File: config.mk
export PLATFORM = sky130hd
export DESIGN_NAME = nd_slice_address_generator
export DESIGN_NICKNAME = d
export VERILOG_FILES = /design/src/design/nsag_pkg.sv /design/src/design/nsag_cfg.sv /design/src/design/nsag_cell.sv /design/src/design/nd_slice_address_generator.sv
export SDC_FILE = /design/constraint.sdc
export NUM_CORES = 2
export LEC_CHECK = 0
export BUFFER_PORTS_ARGS = -buffer_cell sky130_fd_sc_hd__buf_2
export CORE_MARGIN = 2
export CORE_UTILIZATION = 65
export CTS_CLUSTER_DIAMETER = 30
export CTS_CLUSTER_SIZE = 14
export DETAILED_ROUTE_END_ITERATION = 8
export PLACE_DENSITY = 0.82
export SLEW_MARGIN = 10
export SYNTH_ARGS = -nofsm -noshare
export SYNTH_HDL_FRONTEND = slang
export SYNTH_HIERARCHICAL = 1
export SYNTH_SLANG_ARGS = --single-unit
File: constraint.sdc
create_clock -name clk -period 9.94 [get_ports clk]
set_clock_uncertainty 0.1 [all_clocks]
set_input_delay 1.491 -clock clk [delete_from_list [all_inputs] [get_ports clk]]
set_output_delay 1.491 -clock clk [all_outputs]
set_load 0.05 [all_outputs]
File: src/design/nsag_pkg.sv
`timescale 1ns / 1ps

package nsag_pkg;

    localparam int MAX_RANK       = 4;
    localparam int DIM_BITS       = 16;
    localparam int INDEX_BITS     = 32;

    localparam int CFG_WORD_BITS  = 64;
    localparam int RANK_REG_BITS  = 3;
    localparam int MASK_REG_BITS  = 4;
    localparam int REG_IDX_BITS   = 3;
    localparam int CFG_ADDR_BITS  = REG_IDX_BITS + 3;

    localparam int USED_RANK_BITS = $clog2(MAX_RANK + 1);
    localparam int AXIS_BITS      = (MAX_RANK > 1) ? $clog2(MAX_RANK) : 1;
    localparam int RUN_BITS       = INDEX_BITS + 1;
    localparam int PROD_BITS      = RUN_BITS + DIM_BITS;
    localparam int NORM_BITS      = DIM_BITS + 2;

    localparam int IN_TDATA_BITS  = 8;
    localparam int OUT_TDATA_BITS = ((2 * INDEX_BITS + 7) / 8) * 8;
    localparam int STATUS_BITS    = 2;

    // saturation cap of the element count products: 2^INDEX_BITS + 1
    localparam logic [PROD_BITS-1:0] RUN_CAP =
        (PROD_BITS'(1) << INDEX_BITS) + PROD_BITS'(1);

    localparam logic [REG_IDX_BITS-1:0] REG_RANK         = 3'd0;
    localparam logic [REG_IDX_BITS-1:0] REG_INPUT_DIMS   = 3'd1;
    localparam logic [REG_IDX_BITS-1:0] REG_SLICE_MASK   = 3'd2;
    localparam logic [REG_IDX_BITS-1:0] REG_SLICE_STARTS = 3'd3;
    localparam logic [REG_IDX_BITS-1:0] REG_SLICE_ENDS   = 3'd4;

    localparam logic [STATUS_BITS-1:0] STATUS_OK       = 2'd0;
    localparam logic [STATUS_BITS-1:0] STATUS_NONE     = 2'd1;
    localparam logic [STATUS_BITS-1:0] STATUS_OVERFLOW = 2'd2;

    typedef struct packed {
        logic [RANK_REG_BITS-1:0] rank;
        logic [CFG_WORD_BITS-1:0] input_dims;
        logic [MASK_REG_BITS-1:0] slice_mask;
        logic [CFG_WORD_BITS-1:0] slice_starts;
        logic [CFG_WORD_BITS-1:0] slice_ends;
    } nsag_cfg_t;

    typedef struct packed {
        logic load;        // restart: normalize and clear the walk state
        logic set_stride;
        logic set_base;
        logic step;        // advance the odometer by one element
        logic active;      // axis below the rank in use
    } nsag_cell_ctrl_t;

    // packed axis field; slots past the word read as zero
    function automatic logic [DIM_BITS-1:0] slot(logic [CFG_WORD_BITS-1:0] word, int axis);
        logic [CFG_WORD_BITS-1:0] shifted;
        shifted = word >> (axis * DIM_BITS);
        return shifted[DIM_BITS-1:0];
    endfunction

    function automatic logic mask_bit(logic [MASK_REG_BITS-1:0] mask, int axis);
        logic bit_val;
        bit_val = 1'b0;
        for (int i = 0; i < MASK_REG_BITS; i++)
        begin
            if (i == axis)
            begin
                bit_val = mask[i];
            end
        end
        return bit_val;
    endfunction

    function automatic logic [USED_RANK_BITS-1:0] used_rank(logic [RANK_REG_BITS-1:0] rank);
        logic [USED_RANK_BITS-1:0] r;
        if (rank == '0)
        begin
            r = USED_RANK_BITS'(1);
        end
        else if (int'(rank) > MAX_RANK)
        begin
            r = USED_RANK_BITS'(MAX_RANK);
        end
        else
        begin
            r = USED_RANK_BITS'(rank);
        end
        return r;
    endfunction

endpackage

File: src/design/nsag_cfg.sv
`timescale 1ns / 1ps

module nsag_cfg (
    input  logic                                 clk,
    input  logic                                 rst_n,
    input  logic                                 psel,
    input  logic                                 penable,
    input  logic                                 pwrite,
    input  logic [nsag_pkg::CFG_ADDR_BITS-1:0]   paddr,
    input  logic [nsag_pkg::CFG_WORD_BITS-1:0]   pwdata,
    output logic [nsag_pkg::CFG_WORD_BITS-1:0]   prdata,
    output logic                                 pready,
    output nsag_pkg::nsag_cfg_t                  cfg
);

    logic [nsag_pkg::RANK_REG_BITS-1:0] rank_reg;
    logic [nsag_pkg::CFG_WORD_BITS-1:0] input_dims_reg;
    logic [nsag_pkg::MASK_REG_BITS-1:0] slice_mask_reg;
    logic [nsag_pkg::CFG_WORD_BITS-1:0] slice_starts_reg;
    logic [nsag_pkg::CFG_WORD_BITS-1:0] slice_ends_reg;

    logic                                wr_en;
    logic [nsag_pkg::REG_IDX_BITS-1:0]  reg_idx;

    assign pready  = 1'b1;
    assign wr_en   = psel & penable & pwrite & pready;
    assign reg_idx = paddr[nsag_pkg::CFG_ADDR_BITS-1:3];

    always_ff @(posedge clk or negedge rst_n)
    begin
        if (!rst_n)
        begin
            rank_reg         <= nsag_pkg::RANK_REG_BITS'(1);
            input_dims_reg   <= '0;
            slice_mask_reg   <= '0;
            slice_starts_reg <= '0;
            slice_ends_reg   <= '0;
        end
        else if (wr_en)
        begin
            case (reg_idx)
                nsag_pkg::REG_RANK:
                begin
                    rank_reg <= pwdata[nsag_pkg::RANK_REG_BITS-1:0];
                end
                nsag_pkg::REG_INPUT_DIMS:
                begin
                    input_dims_reg <= pwdata;
                end
                nsag_pkg::REG_SLICE_MASK:
                begin
                    slice_mask_reg <= pwdata[nsag_pkg::MASK_REG_BITS-1:0];
                end
                nsag_pkg::REG_SLICE_STARTS:
                begin
                    slice_starts_reg <= pwdata;
                end
                nsag_pkg::REG_SLICE_ENDS:
                begin
                    slice_ends_reg <= pwdata;
                end
                default:
                begin
                end
            endcase
        end
    end

    always_comb
    begin
        case (reg_idx)
            nsag_pkg::REG_RANK:
            begin
                prdata = nsag_pkg::CFG_WORD_BITS'(rank_reg);
            end
            nsag_pkg::REG_INPUT_DIMS:
            begin
                prdata = input_dims_reg;
            end
            nsag_pkg::REG_SLICE_MASK:
            begin
                prdata = nsag_pkg::CFG_WORD_BITS'(slice_mask_reg);
            end
            nsag_pkg::REG_SLICE_STARTS:
            begin
                prdata = slice_starts_reg;
            end
            nsag_pkg::REG_SLICE_ENDS:
            begin
                prdata = slice_ends_reg;
            end
            default:
            begin
                prdata = '0;
            end
        endcase
    end

    assign cfg.rank         = rank_reg;
    assign cfg.input_dims   = input_dims_reg;
    assign cfg.slice_mask   = slice_mask_reg;
    assign cfg.slice_starts = slice_starts_reg;
    assign cfg.slice_ends   = slice_ends_reg;

endmodule

File: src/design/nsag_cell.sv
`timescale 1ns / 1ps

module nsag_cell (
    input  logic                               clk,
    input  logic                               rst_n,
    input  nsag_pkg::nsag_cell_ctrl_t          ctrl,
    input  logic [nsag_pkg::DIM_BITS-1:0]      dim,
    input  logic [nsag_pkg::DIM_BITS-1:0]      slice_start,
    input  logic [nsag_pkg::DIM_BITS-1:0]      slice_end,
    input  logic                               sliced,
    input  logic [nsag_pkg::INDEX_BITS-1:0]    stride_in,
    input  logic [nsag_pkg::INDEX_BITS-1:0]    base_in,
    input  logic                               carry_in,
    input  logic                               done_in,
    input  logic [nsag_pkg::INDEX_BITS-1:0]    sum_in,
    output logic                               carry_out,
    output logic                               done_out,
    output logic                               extent_zero,
    output logic [nsag_pkg::DIM_BITS-1:0]      start,
    output logic [nsag_pkg::INDEX_BITS-1:0]    sum_out
);

    localparam int NB = nsag_pkg::NORM_BITS;
    localparam int DB = nsag_pkg::DIM_BITS;
    localparam int IB = nsag_pkg::INDEX_BITS;

    logic [DB-1:0] counter_reg, counter_next;
    logic [DB-1:0] start_reg,   start_next;
    logic [DB-1:0] extent_reg,  extent_next;
    logic [IB-1:0] stride_reg,  stride_next;
    logic [IB-1:0] base_reg,    base_next;
    logic [IB-1:0] term_reg,    term_next;   // (start + counter) * stride

    logic signed [NB-1:0] dim_n, s_norm, e_norm, span;
    logic                 nonempty;
    logic [DB-1:0]        start_load, extent_load;
    logic [DB:0]          cnt_inc;
    logic                 wrap, at_end;

    // slice normalization at restart
    always_comb
    begin
        dim_n  = signed'(NB'(dim));
        s_norm = '0;
        e_norm = dim_n;
        if (sliced && (dim != '0))
        begin
            s_norm = signed'({{2{slice_start[DB-1]}}, slice_start});
            e_norm = signed'({{2{slice_end[DB-1]}}, slice_end});
            if (s_norm < 0)
            begin
                s_norm = s_norm + dim_n;
            end
            if (e_norm < 0)
            begin
                e_norm = e_norm + dim_n;
            end
            if (s_norm < 0)
            begin
                s_norm = '0;
            end
            if (e_norm < 0)
            begin
                e_norm = '0;
            end
            if (e_norm > dim_n)
            begin
                e_norm = dim_n;
            end
        end
        span        = e_norm - s_norm;
        nonempty    = e_norm > s_norm;
        start_load  = nonempty ? s_norm[DB-1:0] : '0;
        extent_load = nonempty ? span[DB-1:0]   : '0;
    end

    assign cnt_inc     = {1'b0, counter_reg} + (DB+1)'(1);
    assign wrap        = cnt_inc >= {1'b0, extent_reg};
    assign at_end      = cnt_inc == {1'b0, extent_reg};
    assign carry_out   = ctrl.active ? (carry_in & wrap) : carry_in;
    assign done_out    = done_in & (~ctrl.active | at_end);
    assign sum_out     = sum_in + (ctrl.active ? term_reg : '0);
    assign extent_zero = extent_reg == '0;
    assign start       = start_reg;

    always_comb
    begin
        counter_next = counter_reg;
        start_next   = start_reg;
        extent_next  = extent_reg;
        stride_next  = stride_reg;
        base_next    = base_reg;
        term_next    = term_reg;
        if (ctrl.load)
        begin
            counter_next = '0;
            start_next   = ctrl.active ? start_load  : '0;
            extent_next  = ctrl.active ? extent_load : '0;
            stride_next  = '0;
            base_next    = '0;
            term_next    = '0;
        end
        else
        begin
            if (ctrl.set_stride)
            begin
                stride_next = stride_in;
            end
            if (ctrl.set_base)
            begin
                base_next = base_in;
                term_next = base_in;
            end
            if (ctrl.step && ctrl.active && carry_in)
            begin
                if (wrap)
                begin
                    counter_next = '0;
                    term_next    = base_reg;
                end
                else
                begin
                    counter_next = cnt_inc[DB-1:0];
                    term_next    = term_reg + stride_reg;
                end
            end
        end
    end

    always_ff @(posedge clk or negedge rst_n)
    begin
        if (!rst_n)
        begin
            counter_reg <= '0;
            start_reg   <= '0;
            extent_reg  <= '0;
            stride_reg  <= '0;
            base_reg    <= '0;
            term_reg    <= '0;
        end
        else
        begin
            counter_reg <= counter_next;
            start_reg   <= start_next;
            extent_reg  <= extent_next;
            stride_reg  <= stride_next;
            base_reg    <= base_next;
            term_reg    <= term_next;
        end
    end

endmodule

File: src/design/nd_slice_address_generator.sv
`timescale 1ns / 1ps
// Advance request (restart = 0): result registered, valid the cycle after the request;
//   one advance accepted per cycle while idle and the result side keeps taking.
// Restart request: result registered after the setup sequencer has run (rank as used, 1 to 4),
//   held further while the result side stalls; the sequencer runs one shared multiplier over
//   the axes, S_MUL_DIM, S_MUL_START and S_SET_BASE per axis, then S_FINISH issues the result.
// Reset (rst_n, async, active low): no walk, output empty, registers at reset values.

module nd_slice_address_generator (
    input  logic                                    clk,
    input  logic                                    rst_n,
    input  logic                                    s_axis_tvalid,
    output logic                                    s_axis_tready,
    input  logic [nsag_pkg::IN_TDATA_BITS-1:0]      s_axis_tdata,   // [0] restart
    output logic                                    m_axis_tvalid,
    input  logic                                    m_axis_tready,
    output logic [nsag_pkg::OUT_TDATA_BITS-1:0]     m_axis_tdata,   // src_index, dst_index
    output logic                                    m_axis_tlast,
    output logic [nsag_pkg::STATUS_BITS-1:0]        m_axis_tuser,   // status
    input  logic                                    psel,
    input  logic                                    penable,
    input  logic                                    pwrite,
    input  logic [nsag_pkg::CFG_ADDR_BITS-1:0]      paddr,
    input  logic [nsag_pkg::CFG_WORD_BITS-1:0]      pwdata,
    output logic [nsag_pkg::CFG_WORD_BITS-1:0]      prdata,
    output logic                                    pready
);

    localparam int MR = nsag_pkg::MAX_RANK;
    localparam int IB = nsag_pkg::INDEX_BITS;
    localparam int DB = nsag_pkg::DIM_BITS;
    localparam int AB = nsag_pkg::AXIS_BITS;

    localparam logic [2:0] S_IDLE      = 3'd0;
    localparam logic [2:0] S_MUL_DIM   = 3'd1;
    localparam logic [2:0] S_MUL_START = 3'd2;
    localparam logic [2:0] S_SET_BASE  = 3'd3;
    localparam logic [2:0] S_FINISH    = 3'd4;

    nsag_pkg::nsag_cfg_t cfg;

    logic [2:0]                        state_reg, state_next;
    logic [AB-1:0]                     axis_reg, axis_next;
    logic [nsag_pkg::RUN_BITS-1:0]     run_reg, run_next;
    logic [nsag_pkg::PROD_BITS-1:0]    prod_reg, prod_next;
    logic                              walk_reg, walk_next;
    logic [IB-1:0]                     dst_reg, dst_next;

    logic                              m_valid_reg, m_valid_next;
    logic [IB-1:0]                     m_src_reg, m_src_next;
    logic [IB-1:0]                     m_dst_reg, m_dst_next;
    logic                              m_last_reg, m_last_next;
    logic [nsag_pkg::STATUS_BITS-1:0]  m_status_reg, m_status_next;

    logic [nsag_pkg::USED_RANK_BITS-1:0] r_used;
    logic                              in_accept, out_free;
    logic                              restart_req, advance_req;
    logic                              overflow, empty, fin, fin_ok, do_step, emit;
    logic [nsag_pkg::RUN_BITS-1:0]     mul_a;
    logic [DB-1:0]                     mul_b;

    logic [MR:0]                       carry_chain, done_chain;
    logic [IB-1:0]                     sum_chain [MR+1];
    logic [DB-1:0]                     dim_slot [MR];
    logic [DB-1:0]                     cell_start [MR];
    logic [MR-1:0]                     cell_empty;
    nsag_pkg::nsag_cell_ctrl_t         cell_ctrl [MR];

    nsag_cfg u_cfg (
        .clk     (clk),
        .rst_n   (rst_n),
        .psel    (psel),
        .penable (penable),
        .pwrite  (pwrite),
        .paddr   (paddr),
        .pwdata  (pwdata),
        .prdata  (prdata),
        .pready  (pready),
        .cfg     (cfg)
    );

    assign r_used = nsag_pkg::used_rank(cfg.rank);

    // odometer: innermost axis sits at the high end of the chain
    assign carry_chain[MR] = 1'b1;
    assign done_chain[MR]  = 1'b1;
    assign sum_chain[MR]   = '0;

    generate
        for (genvar a = 0; a < MR; a++)
        begin : g_axis
            assign dim_slot[a]             = nsag_pkg::slot(cfg.input_dims, a);
            assign cell_ctrl[a].load       = restart_req;
            assign cell_ctrl[a].set_stride = (state_reg == S_MUL_DIM) && (axis_reg == AB'(a));
            assign cell_ctrl[a].set_base   = (state_reg == S_SET_BASE) && (axis_reg == AB'(a));
            assign cell_ctrl[a].step       = do_step & ~fin;
            assign cell_ctrl[a].active     = a < int'(r_used);

            nsag_cell u_cell (
                .clk         (clk),
                .rst_n       (rst_n),
                .ctrl        (cell_ctrl[a]),
                .dim         (dim_slot[a]),
                .slice_start (nsag_pkg::slot(cfg.slice_starts, a)),
                .slice_end   (nsag_pkg::slot(cfg.slice_ends, a)),
                .sliced      (nsag_pkg::mask_bit(cfg.slice_mask, a)),
                .stride_in   (run_reg[IB-1:0]),
                .base_in     (prod_reg[IB-1:0]),
                .carry_in    (carry_chain[a+1]),
                .done_in     (done_chain[a+1]),
                .sum_in      (sum_chain[a+1]),
                .carry_out   (carry_chain[a]),
                .done_out    (done_chain[a]),
                .extent_zero (cell_empty[a]),
                .start       (cell_start[a]),
                .sum_out     (sum_chain[a])
            );
        end
    endgenerate

    assign fin = done_chain[0];

    always_comb
    begin
        empty = 1'b0;
        for (int a = 0; a < MR; a++)
        begin
            if (cell_ctrl[a].active && cell_empty[a])
            begin
                empty = 1'b1;
            end
        end
    end

    assign overflow    = run_reg[IB] & (|run_reg[IB-1:0]);
    assign out_free    = ~m_valid_reg | m_axis_tready;
    assign s_axis_tready = (state_reg == S_IDLE) & out_free;
    assign in_accept   = s_axis_tvalid & s_axis_tready;
    assign restart_req = in_accept & s_axis_tdata[0];
    assign advance_req = in_accept & ~s_axis_tdata[0];
    assign fin_ok      = (state_reg == S_FINISH) & out_free & ~overflow & ~empty;
    assign do_step     = (advance_req & walk_reg) | fin_ok;
    assign emit        = advance_req | ((state_reg == S_FINISH) & out_free);

    // shared multiplier: running stride times the axis dimension, then stride times start
    always_comb
    begin
        if (state_reg == S_MUL_DIM)
        begin
            mul_a = run_reg;
            mul_b = dim_slot[axis_reg];
        end
        else
        begin
            mul_a = {1'b0, run_reg[IB-1:0]};
            mul_b = cell_start[axis_reg];
        end
    end

    always_comb
    begin
        state_next = state_reg;
        axis_next  = axis_reg;
        run_next   = run_reg;
        prod_next  = prod_reg;
        case (state_reg)
            S_IDLE:
            begin
                if (restart_req)
                begin
                    axis_next  = AB'(r_used - 1'b1);
                    run_next   = nsag_pkg::RUN_BITS'(1);
                    state_next = S_MUL_DIM;
                end
            end
            S_MUL_DIM:
            begin
                prod_next  = mul_a * mul_b;
                state_next = S_MUL_START;
            end
            S_MUL_START:
            begin
                run_next   = (prod_reg > nsag_pkg::RUN_CAP) ?
                             nsag_pkg::RUN_CAP[nsag_pkg::RUN_BITS-1:0] :
                             prod_reg[nsag_pkg::RUN_BITS-1:0];
                prod_next  = mul_a * mul_b;
                state_next = S_SET_BASE;
            end
            S_SET_BASE:
            begin
                if (axis_reg == '0)
                begin
                    state_next = S_FINISH;
                end
                else
                begin
                    axis_next  = axis_reg - 1'b1;
                    state_next = S_MUL_DIM;
                end
            end
            S_FINISH:
            begin
                if (out_free)
                begin
                    state_next = S_IDLE;
                end
            end
            default:
            begin
                state_next = S_IDLE;
            end
        endcase
    end

    always_comb
    begin
        walk_next = walk_reg;
        dst_next  = dst_reg;
        if (restart_req)
        begin
            walk_next = 1'b0;
        end
        else if (fin_ok)
        begin
            dst_next  = '0;
            walk_next = ~fin;
        end
        else if (do_step)
        begin
            dst_next  = dst_reg + IB'(1);
            walk_next = ~fin;
        end
    end

    always_comb
    begin
        m_valid_next  = m_valid_reg;
        m_src_next    = m_src_reg;
        m_dst_next    = m_dst_reg;
        m_last_next   = m_last_reg;
        m_status_next = m_status_reg;
        if (emit)
        begin
            m_valid_next = 1'b1;
            if (do_step)
            begin
                m_src_next    = sum_chain[0];
                m_dst_next    = dst_next;
                m_last_next   = fin;
                m_status_next = nsag_pkg::STATUS_OK;
            end
            else
            begin
                m_src_next    = '0;
                m_dst_next    = '0;
                m_last_next   = 1'b0;
                m_status_next = ((state_reg == S_FINISH) && overflow) ?
                                nsag_pkg::STATUS_OVERFLOW : nsag_pkg::STATUS_NONE;
            end
        end
        else if (m_axis_tready)
        begin
            m_valid_next = 1'b0;
        end
    end

    always_ff @(posedge clk or negedge rst_n)
    begin
        if (!rst_n)
        begin
            state_reg    <= S_IDLE;
            axis_reg     <= '0;
            run_reg      <= '0;
            prod_reg     <= '0;
            walk_reg     <= 1'b0;
            dst_reg      <= '0;
            m_valid_reg  <= 1'b0;
            m_src_reg    <= '0;
            m_dst_reg    <= '0;
            m_last_reg   <= 1'b0;
            m_status_reg <= nsag_pkg::STATUS_OK;
        end
        else
        begin
            state_reg    <= state_next;
            axis_reg     <= axis_next;
            run_reg      <= run_next;
            prod_reg     <= prod_next;
            walk_reg     <= walk_next;
            dst_reg      <= dst_next;
            m_valid_reg  <= m_valid_next;
            m_src_reg    <= m_src_next;
            m_dst_reg    <= m_dst_next;
            m_last_reg   <= m_last_next;
            m_status_reg <= m_status_next;
        end
    end

    assign m_axis_tvalid = m_valid_reg;
    assign m_axis_tdata  = nsag_pkg::OUT_TDATA_BITS'({m_dst_reg, m_src_reg});
    assign m_axis_tlast  = m_last_reg;
    assign m_axis_tuser  = m_status_reg;

endmodule

==> PnR_summary.wiki <==
{| class="wikitable"
! Metric !! Value
|-
| Initial Utilization || 0.654
|-
| CP Launch Type || flip-flop
|-
| Most Crowded Layer GR || met2
|-
| Met2 routing resource usage after global routing || 0.625
|-
| Maximum vdd ir drop || 215 uV
|-
| CTS tree || yes
|-
| Top fanout value on the critical path || 32
|-
| Worst rel slew slack || 0.0269
|-
| Routed WL per cell || 23.8 um
|-
| Setup repair after global routing missed its margin || false
|-
| Number of pins exceeding their max-slew limit in the final report || 0
|-
| Hold path start || g_axis[0].u_cell/base_reg[14]
|-
| Clock latency reported for the late side of the worst-skew pair || 860 ps
|-
| Ports placed on the boundary || 219
|-
| Post-route worst hold slack || 379 ps
|-
| Synth Cell Area || 87000 um2
|-
| Critical Path RT || 10520 ps
|-
| Number of setup violations in the final report || 0
|-
| Startpoint of the most critical register-to-register path || axis_reg[1]
|-
| Number of sinks on the clock net || 963
|-
| Proportion of layout cells with a drive suffix above 1 || 0.127
|-
| Max-cap violation count || 0
|-
| Maximum number of pins on one net before global-route repair || 181
|-
| GRT Total Usage || 0.401
|-
| Antenna Violating Nets Remaining || 0
|-
| Antenna violations before repair || 9
|-
| WHS Path Cells || 2
|-
| DIE HEIGHT || 370 um
|-
| Buf/Inv on CP || 6
|-
| Layout-stage area growth over the synthesis result || 12.4%
|-
| Mean post-synth cell area || 9.28 um2
|-
| Net total in the final layout || 10811
|-
| Placed wire-length estimate || 198000 um
|-
| Crit-path max cell delay || 1130 ps
|-
| Mapped Cells || 9380
|-
| Drt initial violations || 7375
|-
| Number of setup buffers added after CTS || 0
|-
| TNS Setup || 0 ps
|-
| Worst-path cell chain || buf_4 -> mux4_2 -> mux2_2 -> and2_1 -> fa_1 -> inv_1 -> fa_1 -> fa_1 -> inv_1 -> fa_1 -> fa_1 -> inv_1 -> fa_1 -> inv_1 -> ha_1 -> nand2_1 -> nor3_1 -> inv_1 -> a211oi_1 -> nor2_1 -> o21ai_0 -> a21oi_1 -> nor3_1 -> a211oi_1
|-
| Type of element capturing the critical path || flip-flop
|-
| Gpl congestion || 0.994
|-
| Horizontal extent of the die || 370 um
|-
| Post-layout min period || 9250 ps
|-
| Vias in the first global route || 76654
|-
| Fmax || 0.108 GHz
|-
| Total area of sequential cells || 24100 um2
|-
| Leak || 47.7 nW
|-
| Most frequent cell on the critical path || sky130_fd_sc_hd__fa_1
|-
| Transition time at the pin with the least slew margin || 1440 ps
|-
| Core occupancy in the finished layout || 0.735
|-
| Cell with the largest stage delay on the worst path || sky130_fd_sc_hd__dfrtp_1
|-
| Crit path kind || flip-flop to flip-flop
|-
| HP Class || flip-flop to flip-flop
|-
| Number of filler cells placed in the layout || 9243
|-
| Met3 GRT Util || 0.0920
|-
| Combined area of the multi-input logic cells || 58300 um2
|-
| Number of design rule violations left after detail routing || 0
|-
| Clock tree root buffer cell || sky130_fd_sc_hd__clkbuf_16
|-
| Power, Total || 23.6 mW
|-
| DR pass1 iterations || 6
|-
| Hold-fix buffers, CTS || 0
|-
| Routed WL || 275000 um
|-
| Total Die Area || 137000 um2
|-
| Period utilisation layout || 0.930
|-
| Critical path arrival || 9820 ps
|-
| Pwr/cell area || 241 nW/um2
|-
| Cell class contributing the biggest share of worst-path delay || adder cells
|-
| End of the worst register-to-register path || prod_reg[41]
|-
| Number of warnings issued by yosys || 6
|-
| GR Overflow Total || 0
|-
| Clk pin slew, worst setup/hold paths || 40 ps
|-
| Worst hold endpoint || g_axis[0].u_cell/term_reg[14]
|-
| CTS buffer count || 222
|-
| Global-route track usage on met1 || 0.487
|-
| Hold violation total from the final report || 0
|-
| Area inside the core boundary || 133000 um2
|-
| Register-to-register setup slack || 690 ps
|-
| # rows || 134
|-
| Cell depth of the worst flop-to-flop path || 24
|-
| IO buf count || 207
|-
| Resized Gates After CTS || 0
|-
| Number of buffers on the longest clock path || 3
|-
| Routed vias/inst || 6.50
|-
| Number of levels in the clock H-tree || 4
|-
| Run status || complete, no violations
|-
| Total via count in the routed design || 74895
|-
| First-pass GRT wire length || 429000 um
|}
==> through the flow <==
step,setup WS (ps),cells,cell area (um2)
6_report,692,11529,97800
5_1_grt,283,11523,97800
4_1_cts,957,11523,97800
3_5_place_dp,984,11108,89900
3_3_place_gp,1100,11108,89900
2_1_floorplan,2250,9416,87200
==> metal layers <==
metal	wire, um	share of wire
met1	102000	0.37
met2	122000	0.44
met3	26800	0.097
met4	23400	0.085
met5	80	0.00029
==> layout by cell type, fill, tap and decap left out, types with 96 or more instances in the layout <==
master and instances:
sky130_fd_sc_hd__a21oi_1 528, sky130_fd_sc_hd__inv_1 784, sky130_fd_sc_hd__buf_2 205, sky130_fd_sc_hd__a211oi_1 111, sky130_fd_sc_hd__ha_1 710, sky130_fd_sc_hd__dfrtp_1 957, sky130_fd_sc_hd__nand3_1 137, sky130_fd_sc_hd__nand2b_1 121
sky130_fd_sc_hd__fa_1 452, sky130_fd_sc_hd__nor2_1 628, sky130_fd_sc_hd__xor2_1 187, sky130_fd_sc_hd__clkbuf_16 223, sky130_fd_sc_hd__o21ai_0 413, sky130_fd_sc_hd__xnor2_1 293, sky130_fd_sc_hd__mux2_2 281, sky130_fd_sc_hd__a21o_1 238
sky130_fd_sc_hd__mux2i_1 468, sky130_fd_sc_hd__and2_1 360, sky130_fd_sc_hd__nor2b_1 96, sky130_fd_sc_hd__buf_4 153, sky130_fd_sc_hd__nand2_1 790, sky130_fd_sc_hd__a22o_1 138
==> tightest hold or removal path, cell delays in order (launching register included) <==
cell,delay [ps]
sky130_fd_sc_hd__dfrtp_1,330
sky130_fd_sc_hd__nand2_1,50
sky130_fd_sc_hd__o221ai_1,60
==> cell type report <==
| class | instances | area share |
|---|---|---|
| multi-input combinational | 7223 | 0.596 |
| sequential | 963 | 0.246 |
| clock buffer | 272 | 0.0618 |
| inverter | 790 | 0.0304 |
| timing repair buffer | 364 | 0.0234 |
| tap | 1768 | 0.0226 |
| clock inverter | 143 | 0.0189 |
| antenna | 6 | 0.000154 |
==> where the power goes <==
part           switching, mW  internal (mW)  total [mW]
Combinational           6.53           3.89        10.4
Sequential             0.912           4.69        5.60
Clock                   2.53           5.06        7.59
Total                   9.97           13.6        23.6
==> worst max-delay path by stage <==
stage           startpoint      endpoint  slack, ps  depth (start not counted)
6_report       axis_reg[1]  prod_reg[41]        690                         24
5_1_grt        axis_reg[1]  prod_reg[41]        280                         24
4_1_cts        axis_reg[1]  prod_reg[41]        960                         24
3_5_place_dp   axis_reg[1]  prod_reg[42]        980                         24
3_3_place_gp   axis_reg[0]  prod_reg[41]       1100                         22
2_1_floorplan  axis_reg[0]  prod_reg[42]       2250                         28
Power figures use the tool's default switching activity.
